### config.mk
export PLATFORM = sky130hd
export DESIGN_NAME = point_sort_dedup_unit
export DESIGN_NICKNAME = d
export VERILOG_FILES = /design/src/rtl/pds_pkg.sv /design/src/rtl/point_sort_dedup_unit.sv /design/src/rtl/pds_ctrl.sv /design/src/rtl/pds_datapath.sv
export SDC_FILE = /design/constraint.sdc
export NUM_CORES = 2
export LEC_CHECK = 0
export BUFFER_PORTS_ARGS = -buffer_cell sky130_fd_sc_hd__buf_2
export CORE_ASPECT_RATIO = 1.2
export CORE_MARGIN = 2
export CORE_UTILIZATION = 45
export CTS_BUF_LIST = sky130_fd_sc_hd__clkbuf_4 sky130_fd_sc_hd__clkbuf_8
export CTS_CLUSTER_DIAMETER = 60
export DETAILED_ROUTE_END_ITERATION = 10
export GPL_TIMING_DRIVEN = 0
export PLACE_DENSITY_LB_ADDON = 0.2
export SYNTH_ARGS = -nofsm -noshare
export SYNTH_HDL_FRONTEND = slang
export SYNTH_SLANG_ARGS = --single-unit
### constraint.sdc
create_clock -name clk -period 6.2 [get_ports clk]
set_clock_uncertainty 0.2 [all_clocks]
set_input_delay 0.93 -clock clk [delete_from_list [all_inputs] [get_ports clk]]
set_output_delay 0.93 -clock clk [all_outputs]
set_load 0.03 [all_outputs]
### src/rtl/pds_pkg.sv
`timescale 1ns / 1ps
`default_nettype none

package pds_pkg;

	localparam int MAX_POINTS_DEF = 64;

	typedef struct packed {
		logic signed [15:0] point_x;
		logic signed [15:0] point_y;
		logic               final_point;
	} pt_t;

	typedef struct packed {
		logic signed [15:0] out_x;
		logic signed [15:0] out_y;
		logic               end_of_set;
		logic               overflowed;
	} res_t;

	typedef enum logic [3:0] {
		ST_IDLE,
		ST_SRCH_RD,
		ST_SRCH_CMP,
		ST_SHF_RD,
		ST_SHF,
		ST_INS,
		ST_EMIT_RD,
		ST_EMIT_LD
	} state_t;

	typedef struct packed {
		logic ld_point;
		logic srch_start;
		logic srch_next;
		logic pos_ld_idx;
		logic pos_ld_cnt;
		logic sh_start;
		logic sh_step;
		logic ins;
		logic ovf_set;
		logic emit_rd;
		logic emit_ld;
		logic clr;
	} cmd_t;

	typedef struct packed {
		logic cnt_zero;
		logic cnt_full;
		logic lt;
		logic eq;
		logic idx_last;
		logic sh_at_pos;
		logic e_last;
		logic final_pt;
		logic res_free;
	} sts_t;

	// sign bits flipped so an unsigned compare orders by signed y, then x
	function automatic logic [31:0] order_key(input logic [31:0] packed_pt);
		order_key = packed_pt ^ 32'h8000_8000;
	endfunction

endpackage

`default_nettype wire

### src/rtl/point_sort_dedup_unit.sv
// Per point, after its transaction: a fetch, compares in order, and for a placement among
// the held points a shift read, moves of the later points up one slot and a write; an appended
// point is written after any compares, and a duplicate or dropped point ends at the compares.
// Throughput: one point at a time, set by the sequential scan and shift of the store.
// Emission of a set: per distinct point, one store read, then one output load once res is free.
// Reset: asynchronous, clears control, count and overflow; the store is not cleared.
`timescale 1ns / 1ps
`default_nettype none

module point_sort_dedup_unit #(
	parameter int MAX_POINTS = pds_pkg::MAX_POINTS_DEF
) (
	input  wire logic         clk,
	input  wire logic         arst_n,
	input  wire logic         pt_valid,
	output logic              pt_stall,
	input  wire pds_pkg::pt_t pt,
	output logic              res_valid,
	input  wire logic         res_stall,
	output pds_pkg::res_t     res
);

	pds_pkg::cmd_t cmd;
	pds_pkg::sts_t sts;

	pds_ctrl u_ctrl (
		.clk      (clk),
		.arst_n   (arst_n),
		.pt_valid (pt_valid),
		.pt_stall (pt_stall),
		.sts      (sts),
		.cmd      (cmd)
	);

	pds_datapath #(
		.MAX_POINTS (MAX_POINTS)
	) u_dp (
		.clk       (clk),
		.arst_n    (arst_n),
		.pt        (pt),
		.cmd       (cmd),
		.sts       (sts),
		.res_valid (res_valid),
		.res_stall (res_stall),
		.res       (res)
	);

endmodule

`default_nettype wire

### src/rtl/pds_ctrl.sv
`timescale 1ns / 1ps
`default_nettype none

module pds_ctrl (
	input  wire logic          clk,
	input  wire logic          arst_n,
	input  wire logic          pt_valid,
	output logic               pt_stall,
	input  wire pds_pkg::sts_t sts,
	output pds_pkg::cmd_t      cmd
);

	pds_pkg::state_t st_q;
	pds_pkg::state_t nxt;

	always_ff @(posedge clk or negedge arst_n) begin
		if (!arst_n) begin
			st_q <= pds_pkg::ST_IDLE;
		end else begin
			st_q <= nxt;
		end
	end

	always_comb begin
		pds_pkg::state_t fin_st;
		fin_st   = sts.final_pt ? pds_pkg::ST_EMIT_RD : pds_pkg::ST_IDLE;
		nxt      = st_q;
		cmd      = '0;
		pt_stall = 1'b1;
		unique case (st_q)
			pds_pkg::ST_IDLE: begin
				pt_stall = 1'b0;
				if (pt_valid) begin
					cmd.ld_point = 1'b1;
					nxt          = pds_pkg::ST_SRCH_RD;
				end
			end
			pds_pkg::ST_SRCH_RD: begin
				if (sts.cnt_zero) begin
					cmd.pos_ld_cnt = 1'b1;
					nxt            = pds_pkg::ST_INS;
				end else begin
					cmd.srch_start = 1'b1;
					nxt            = pds_pkg::ST_SRCH_CMP;
				end
			end
			pds_pkg::ST_SRCH_CMP: begin
				if (sts.lt) begin
					if (!sts.idx_last) begin
						cmd.srch_next = 1'b1;
					end else if (sts.cnt_full) begin
						cmd.ovf_set = 1'b1;
						nxt         = fin_st;
					end else begin
						cmd.pos_ld_cnt = 1'b1;
						nxt            = pds_pkg::ST_INS;
					end
				end else if (sts.eq) begin
					nxt = fin_st;
				end else if (sts.cnt_full) begin
					cmd.ovf_set = 1'b1;
					nxt         = fin_st;
				end else begin
					cmd.pos_ld_idx = 1'b1;
					nxt            = pds_pkg::ST_SHF_RD;
				end
			end
			pds_pkg::ST_SHF_RD: begin
				cmd.sh_start = 1'b1;
				nxt          = pds_pkg::ST_SHF;
			end
			pds_pkg::ST_SHF: begin
				cmd.sh_step = 1'b1;
				if (sts.sh_at_pos) begin
					nxt = pds_pkg::ST_INS;
				end
			end
			pds_pkg::ST_INS: begin
				cmd.ins = 1'b1;
				nxt     = fin_st;
			end
			pds_pkg::ST_EMIT_RD: begin
				cmd.emit_rd = 1'b1;
				nxt         = pds_pkg::ST_EMIT_LD;
			end
			pds_pkg::ST_EMIT_LD: begin
				if (sts.res_free) begin
					cmd.emit_ld = 1'b1;
					if (sts.e_last) begin
						cmd.clr = 1'b1;
						nxt     = pds_pkg::ST_IDLE;
					end else begin
						nxt = pds_pkg::ST_EMIT_RD;
					end
				end
			end
			default: begin
				nxt = pds_pkg::ST_IDLE;
			end
		endcase
	end

endmodule

`default_nettype wire

### src/rtl/pds_datapath.sv
`timescale 1ns / 1ps
`default_nettype none

module pds_datapath #(
	parameter int MAX_POINTS = pds_pkg::MAX_POINTS_DEF
) (
	input  wire logic          clk,
	input  wire logic          arst_n,
	input  wire pds_pkg::pt_t  pt,
	input  wire pds_pkg::cmd_t cmd,
	output pds_pkg::sts_t      sts,
	output logic               res_valid,
	input  wire logic          res_stall,
	output pds_pkg::res_t      res
);

	localparam int AW = (MAX_POINTS > 1) ? $clog2(MAX_POINTS) : 1;
	localparam int CW = $clog2(MAX_POINTS + 1);

	logic [31:0]   mem_q [MAX_POINTS];
	logic [31:0]   rd_q;
	logic [31:0]   pt_q;
	logic          final_q;
	logic [AW-1:0] idx_q;
	logic [AW-1:0] sh_q;
	logic [AW-1:0] e_q;
	logic [CW-1:0] pos_q;
	logic [CW-1:0] cnt_q;
	logic          ovf_q;
	pds_pkg::res_t res_q;
	logic          res_valid_q;

	logic          re;
	logic [AW-1:0] raddr;
	logic          we;
	logic [AW-1:0] waddr;
	logic [31:0]   wdata;
	logic [CW-1:0] cnt_m1;

	assign cnt_m1 = cnt_q - CW'(1);

	always_comb begin
		re    = 1'b1;
		raddr = e_q;
		priority if (cmd.srch_start) begin
			raddr = '0;
		end else if (cmd.srch_next) begin
			raddr = AW'(idx_q + AW'(1));
		end else if (cmd.sh_start) begin
			raddr = cnt_m1[AW-1:0];
		end else if (cmd.sh_step) begin
			raddr = AW'(sh_q - AW'(1));
		end else if (cmd.emit_rd) begin
			raddr = e_q;
		end else begin
			re = 1'b0;
		end
	end

	always_comb begin
		we    = cmd.sh_step | cmd.ins;
		waddr = cmd.sh_step ? AW'(sh_q + AW'(1)) : pos_q[AW-1:0];
		wdata = cmd.sh_step ? rd_q : pt_q;
	end

	always_ff @(posedge clk) begin
		if (we) begin
			mem_q[waddr] <= wdata;
		end
		if (re) begin
			rd_q <= mem_q[raddr];
		end
	end

	always_ff @(posedge clk) begin
		if (cmd.ld_point) begin
			pt_q    <= {pt.point_y, pt.point_x};
			final_q <= pt.final_point;
		end
		if (cmd.srch_start) begin
			idx_q <= '0;
		end else if (cmd.srch_next) begin
			idx_q <= AW'(idx_q + AW'(1));
		end
		if (cmd.pos_ld_cnt) begin
			pos_q <= cnt_q;
		end else if (cmd.pos_ld_idx) begin
			pos_q <= CW'(idx_q);
		end
		if (cmd.sh_start) begin
			sh_q <= cnt_m1[AW-1:0];
		end else if (cmd.sh_step) begin
			sh_q <= AW'(sh_q - AW'(1));
		end
		if (cmd.emit_ld) begin
			res_q.out_x      <= rd_q[15:0];
			res_q.out_y      <= rd_q[31:16];
			res_q.end_of_set <= sts.e_last;
			res_q.overflowed <= ovf_q;
		end
	end

	always_ff @(posedge clk or negedge arst_n) begin
		if (!arst_n) begin
			cnt_q       <= '0;
			ovf_q       <= 1'b0;
			e_q         <= '0;
			res_valid_q <= 1'b0;
		end else begin
			if (cmd.clr) begin
				cnt_q <= '0;
				ovf_q <= 1'b0;
				e_q   <= '0;
			end else begin
				if (cmd.ins) begin
					cnt_q <= CW'(cnt_q + CW'(1));
				end
				if (cmd.ovf_set) begin
					ovf_q <= 1'b1;
				end
				if (cmd.emit_ld) begin
					e_q <= AW'(e_q + AW'(1));
				end
			end
			if (cmd.emit_ld) begin
				res_valid_q <= 1'b1;
			end else if (!res_stall) begin
				res_valid_q <= 1'b0;
			end
		end
	end

	always_comb begin
		sts.cnt_zero  = (cnt_q == '0);
		sts.cnt_full  = (cnt_q == CW'(MAX_POINTS));
		sts.lt        = pds_pkg::order_key(rd_q) < pds_pkg::order_key(pt_q);
		sts.eq        = (rd_q == pt_q);
		sts.idx_last  = (CW'(CW'(idx_q) + CW'(1)) == cnt_q);
		sts.sh_at_pos = (CW'(sh_q) == pos_q);
		sts.e_last    = (CW'(CW'(e_q) + CW'(1)) == cnt_q);
		sts.final_pt  = final_q;
		sts.res_free  = !res_valid_q || !res_stall;
	end

	assign res_valid = res_valid_q;
	assign res       = res_q;

endmodule

`default_nettype wire

# Yosys cells after proc, flatten, opt, wreduce, memory -nomap -nowiden

Memory sizes are Yosys's and may differ from the RTL's. A register that Yosys moved wholly into a read port is not among the register bits.
Index checks and enable logic that the tools add are counted.

Memories kept: 1
RAM bits: 2048
Input bits: 37
Register bits: 105

Memories:

| name       | depth | width | rd ports | clocked after Yosys merged registers in | write ports | RTL line           | text |
|---|---|---|---|---|---|---|---|
| u_dp.mem_q | 64    | 32    | 1        | 1                                       | 1           | pds_datapath.sv:20 | `logic [31:0] mem_q [MAX_POINTS];` |

Bitwise gates (word level): 3
Add/subtract/negate cells: 8
Reductions and logical operators: 11
Multiplexer cells: 64
$lt $le $gt $ge: 1
Equality and inequality tests: 17

Operators with widths:

| kind                                                | count |
|---|---|
| 2-to-1 mux 6 bit                                    | 9 |
| 2-to-1 mux 1 bit                                    | 34 |
| equality test 32 bit                                | 1 |
| < comparator 32 bit                                 | 1 |
| 2-to-1 mux 32 bit                                   | 1 |
| 2-to-1 mux 4 bit                                    | 8 |
| one-hot mux 4 bit (8 select lines)                  | 1 |
| 2-to-1 mux 7 bit                                    | 4 |
| adder 6 x 1 -> 6 bit, second input constant         | 3 |
| equality test 4 x 3 -> 1 bit, second input constant | 4 |
| adder 6 x 1 -> 7 bit, second input constant         | 2 |
| equality test 7 bit                                 | 2 |
| subtractor 6 x 1 -> 6 bit, second input constant    | 2 |
| nonzero test 2 bit                                  | 5 |
| 2-to-1 mux 3 bit                                    | 3 |
| equality test 4 x 2 -> 1 bit, second input constant | 2 |
| adder 7 x 1 -> 7 bit, second input constant         | 1 |
| equality test 6 x 7 -> 1 bit                        | 1 |
| equality test 7 bit, second input constant          | 1 |
| logical NOT 7 bit                                   | 1 |
| 2-to-1 mux 2 bit                                    | 3 |
| != test 2 bit, second input constant                | 3 |
| equality test 4 x 1 -> 1 bit, second input constant | 1 |
| logical NOT 4 bit                                   | 1 |
| other kinds (8)                                     | 10 |

# Logic depth before layout (Yosys ltp)

Depth after elaboration: 7
Gate-level depth with buffers: 18
Depth with buffers taken out: 13

# Hierarchy

From an unflattened synthesis, not the netlist that was laid out.

Cells, all modules: 6149
Area, all modules: 86872.1 sq um

By module, submodules not included:

| module       | cells each | times used | seq. area each (sq um) | area an instance (sq um) |
|---|---|---|---|---|
| pds_datapath | 6084       | 1          | 65357.7                | 86415.4 |
| pds_ctrl     | 65         | 1          | 75.1                   | 456.7 |

# Least setup slack after synthesis

Ideal clock, no wire load.

Path kind: reg2reg
Start point: register u_ctrl.st_q[2]
End point: memory u_dp.mem_q[0][10] (data pin)
Library setup time: 702 ps
Arrival time: 3710 ps
Setup slack: 1588 ps
Stages on the path, launching flop included: 6
Path buffers: 3
Path through: dfrtp_1 nor3b_1 clkbuf_1 clkbuf_1 clkbuf_1 o21ai_0

Cells in the longest elaborated chain, start to end: 3

RTL lines:

| item                         | RTL line           | text |
|---|---|---|
| start, declared              | pds_ctrl.sv:13     | `pds_pkg::state_t st_q;` |
| start signal, assigned       | pds_ctrl.sv:18     | `st_q <= pds_pkg::ST_IDLE;` |
| start signal, assigned       | pds_ctrl.sv:20     | `st_q <= nxt;` |
| equality test 4 x 3 -> 1 bit | pds_ctrl.sv:30     | `unique case (st_q)` |
| 2-to-1 mux 1 bit             | pds_ctrl.sv:30     |  |
| 2-to-1 mux 32 bit            | pds_datapath.sv:63 | `wdata = cmd.sh_step ? rd_q : pt_q;` |
| net u_dp.wdata[10]           | pds_datapath.sv:37 | `logic [31:0] wdata;` |
| end, declared                | pds_datapath.sv:20 |  |

The timed path passes the listed nets, and every way through them passes these cells.

# Final worst setup path

Start point: register u_dp.pt_q[17]
End point: register u_dp.rd_q[1], read port of u_dp.mem_q (data pin)

Cells in the longest elaborated chain, start to end: 5

RTL lines:

| item                                                        | RTL line            | text |
|---|---|---|
| start, declared                                             | pds_datapath.sv:22  | `logic [31:0] pt_q;` |
| start signal, assigned                                      | pds_datapath.sv:77  | `pt_q <= {pt.point_y, pt.point_x};` |
| < comparator 32 bit *                                       | pds_datapath.sv:136 | `sts.lt = pds_pkg::order_key(rd_q) < pds_pkg::order_key(pt_q);` |
| 2-to-1 mux 1 bit *                                          | pds_ctrl.sv:48      | `if (sts.lt) begin` |
| 2-to-1 mux 2 bit *                                          | pds_ctrl.sv:30      |  |
| 2-to-1 mux 6 bit / 2-to-1 mux 1 bit (equally long branches) | pds_datapath.sv:47  | `end else if (cmd.srch_next) begin` |
| 2-to-1 mux 6 bit / 2-to-1 mux 1 bit (equally long branches) | pds_datapath.sv:45  | `priority if (cmd.srch_start) begin` |
| end, declared                                               | pds_datapath.sv:21  | `logic [31:0] rd_q;` |

Every way passes the cells marked *; elsewhere a longest branch is shown, timed or not.
A chain may end at the register's enable or synchronous reset.

==> results.ini <==
[run_status]
outcome=finished, violations left
violations=capacitance limit, slew limit, setup timing

[setup_path]
r2r-end=u_dp.rd_q[1]
rrSetupSlack_ns=-0.24
crit_path_start_kind=register
crit_arrival_ns=7.03
critPathCaptureType=register
reg2reg_depth=15
worstSetupPathType=reg2reg
critical_path.startpoint=u_dp.pt_q[17]
critPathRequiredTime_ns=6.79
path_max_fanout=10
endpoint=u_dp.rd_q[1]
reg2reg_from=u_dp.pt_q[17]

[cells_and_area]
fin_nets=6730
syn_to_final_growth_pct=17.3
layoutNonFillerInstCount=9517
layout-drive-gt1-share_pct=17.8

[synth]
synth_cells=6047
synth_most_common_cell=edfxtp_1
ys_warn_count=0
synth_edf_count=2160
ys_seq_area_share_pct=74.7
synth-seq-cells=2184
async_flop_share_pct=0.824
ys_types=88
synth_top_cell_area_share_pct=74.0
yosys.area.top_type=edfxtp_1
synth_ff_type=edfxtp_1
netlist_area_um2=87600
avgSynthCellArea_um2=14.5
synth_nets=6122
synth_area_leaders=edfxtp_1, nand2_1, mux2i_1, a21oi_1, nand3_1
ys_top_cells_by_count=edfxtp_1, nand2_1, a21oi_1

[timing]
slew_headroom_pct=-5.79
whs_ns=0.0447
tns_ns=-1.77
setup_viol_count_final=22
tightest_slew_ns=1.59
finalCritPeriodShare_pct=104
hold_viol=0
fmax_mhz=155
worst_slack_ns=-0.236
maxSlewViolCount=11
min_period_ns=6.44

[place]
dp_cells=8852
io_buffers=72
dp_hpwl_um=276000
place.gp.congestion=1.05

[die]
die_area_um2=198000
ioPinCount=73
start_util_pct=45.2
die_w_um=407
core-area_um2=194000
die_h_um=487
rows=177

[drt]
wl_um=386000
firstDrtPassIters=9
vias=61795
drtIter0Drc=10831
drc=0
wl_per_cell_um=40.5
ant_nets=0
vias_per_cell=6.49

[global_route]
grt_start_max_net_pins=43
grt.total_usage_pct=38.5
grt_overflow=0
grt_pass1_wl_um=505000
antenna_found_initial=41
grt_pass1_vias=58113

[clock_tree]
clockRootBuffer=clkbuf_8
clockBufferDepth=4
cts.sinks=2184
clock_latency_ns=1.12
clk_pin_slew_ns=0.06
cts_tree=done
cts_buffers=360
htreeDepth=5

[min_path]
hp-class=in2reg

[flow_run]
max-cap-violations=1

[registers in the layout (all words and copies together), names as in the netlist]
| register | count |
|---|---|
| u_dp.res_valid | 1 |
| u_dp.pos_q | 7 |
| u_dp.cnt_q | 7 |
| u_dp.idx_q | 6 |
| u_dp.rd_q | 32 |
| u_dp.mem_q | 2048 |
| u_dp.pt_q | 32 |
| u_dp.final_q | 1 |
| u_dp.e_q | 6 |
| u_ctrl.st_q | 3 |
| u_dp.sh_q | 6 |
| u_dp.res | 34 |
| u_dp.ovf_q | 1 |
[worst max-delay path, cell delays in order, from the launching register on]
cell and delay (ns):
edfxtp_1 0.38, inv_1 0.14, ha_1 0.26, a21o_1 0.16
a221o_1 0.31, a21oi_1 0.21, o211ai_1 0.36, buf_4 0.32
nor3_4 0.38, o21a_1 0.18, buf_2 0.55, clkdlybuf4s15_1 0.98
nand3_1 0.32, a31oi_1 0.46, a32o_1 0.60, o211ai_2 0.28
[cell type report]
class,count,area (um^2)
Timing Repair Buffer,246,3630
Multi-Input combinational cell,3424,21600
Clock buffer,465,5780
Inverter,42,158
Clock inverter,152,830
Fill cell,15946,91000
Buffer,397,2100
Tap cell,2595,3250
Antenna cell,12,30.0
Sequential cell,2184,65400
[logic make-up after synthesis]
group	after synthesis	share of synthesized area, %
simple gates	1723	8.29
compound gates	1261	9.53
mux	356	4.10
buf+inv	439	2.37
flops	2184	74.7
fa+ha+maj	38	0.543
xor+xnor	46	0.508
[metrics by stage]
stage | cell area (um^2) | util (%) | setup WS [ns]
floorplan | 87600 | - | 1.59
global placement | 91200 | 47.1 | -5.22
detailed placement | 95000 | 49.0 | -1.35
CTS | 102000 | 52.9 | -0.0357
global route | 103000 | 53.0 | -0.0148
finish | 103000 | 53.0 | -0.236
[worst min path at each step]
| stage | from | end | slack, ns | cells after the start |
|---|---|---|---|---|
| finish | pt_valid | u_ctrl.st_q[2] | 0.04 | 3 |
| global route | pt_valid | u_ctrl.st_q[2] | 0.1 | 3 |
| CTS | pt_valid | u_ctrl.st_q[2] | 0.001 | 3 |
| detailed placement | u_dp.rd_q[31] | u_dp.res[17] | 0.23 | 0 |
| global placement | u_dp.rd_q[31] | u_dp.res[17] | 0.24 | 0 |
| floorplan | u_dp.ovf_q | u_dp.res[0] | 0.23 | 0 |
[repair_timing]
action | 4_1_cts | 5_1_grt
buffers inserted | 1 | 0
endpoints found under the hold margin | 52 | 0
pin swaps | 1 | 2
setup endpoints to repair | 32 | 32
hold buffers | 35 | 0
resized for setup | 108 | 77
[metal layers]
metal	part of all wire, %	GRT usage (%)
met2	43	56.4
met1	33	45.8
met4	10	32.8
met5	0.021	0
met3	14	12.8
[cells in the final DEF (no fill, tap or decap), drive strengths merged, types with 20 or more instances in the layout]
cell | Yosys | final
nor3 | 34 | 34
o211ai | 34 | 34
a21oi | 343 | 343
and3 | 88 | 88
inv | 42 | 45
a211oi | 88 | 88
o21ai | 215 | 215
a31o | 20 | 20
nand3 | 211 | 211
buf | 242 | 436
mux2i | 336 | 336
o22ai | 90 | 90
a221oi | 31 | 31
nand2 | 1151 | 1151
xnor2 | 25 | 25
nor2 | 189 | 189
a31oi | 106 | 106
clkinv | 0 | 140
edfxtp | 2160 | 2160
a32oi | 75 | 75
a221o | 22 | 22
clkbuf | 155 | 629
ha | 38 | 38
mux2 | 20 | 20
o221ai | 23 | 23
dlygate4sd3 | 0 | 35
o32ai | 49 | 49
o311ai | 35 | 35
o2111ai | 27 | 27
Power is not shown: default switching activity piles up to over one toggle a cycle in this logic, so the estimate is an artifact.
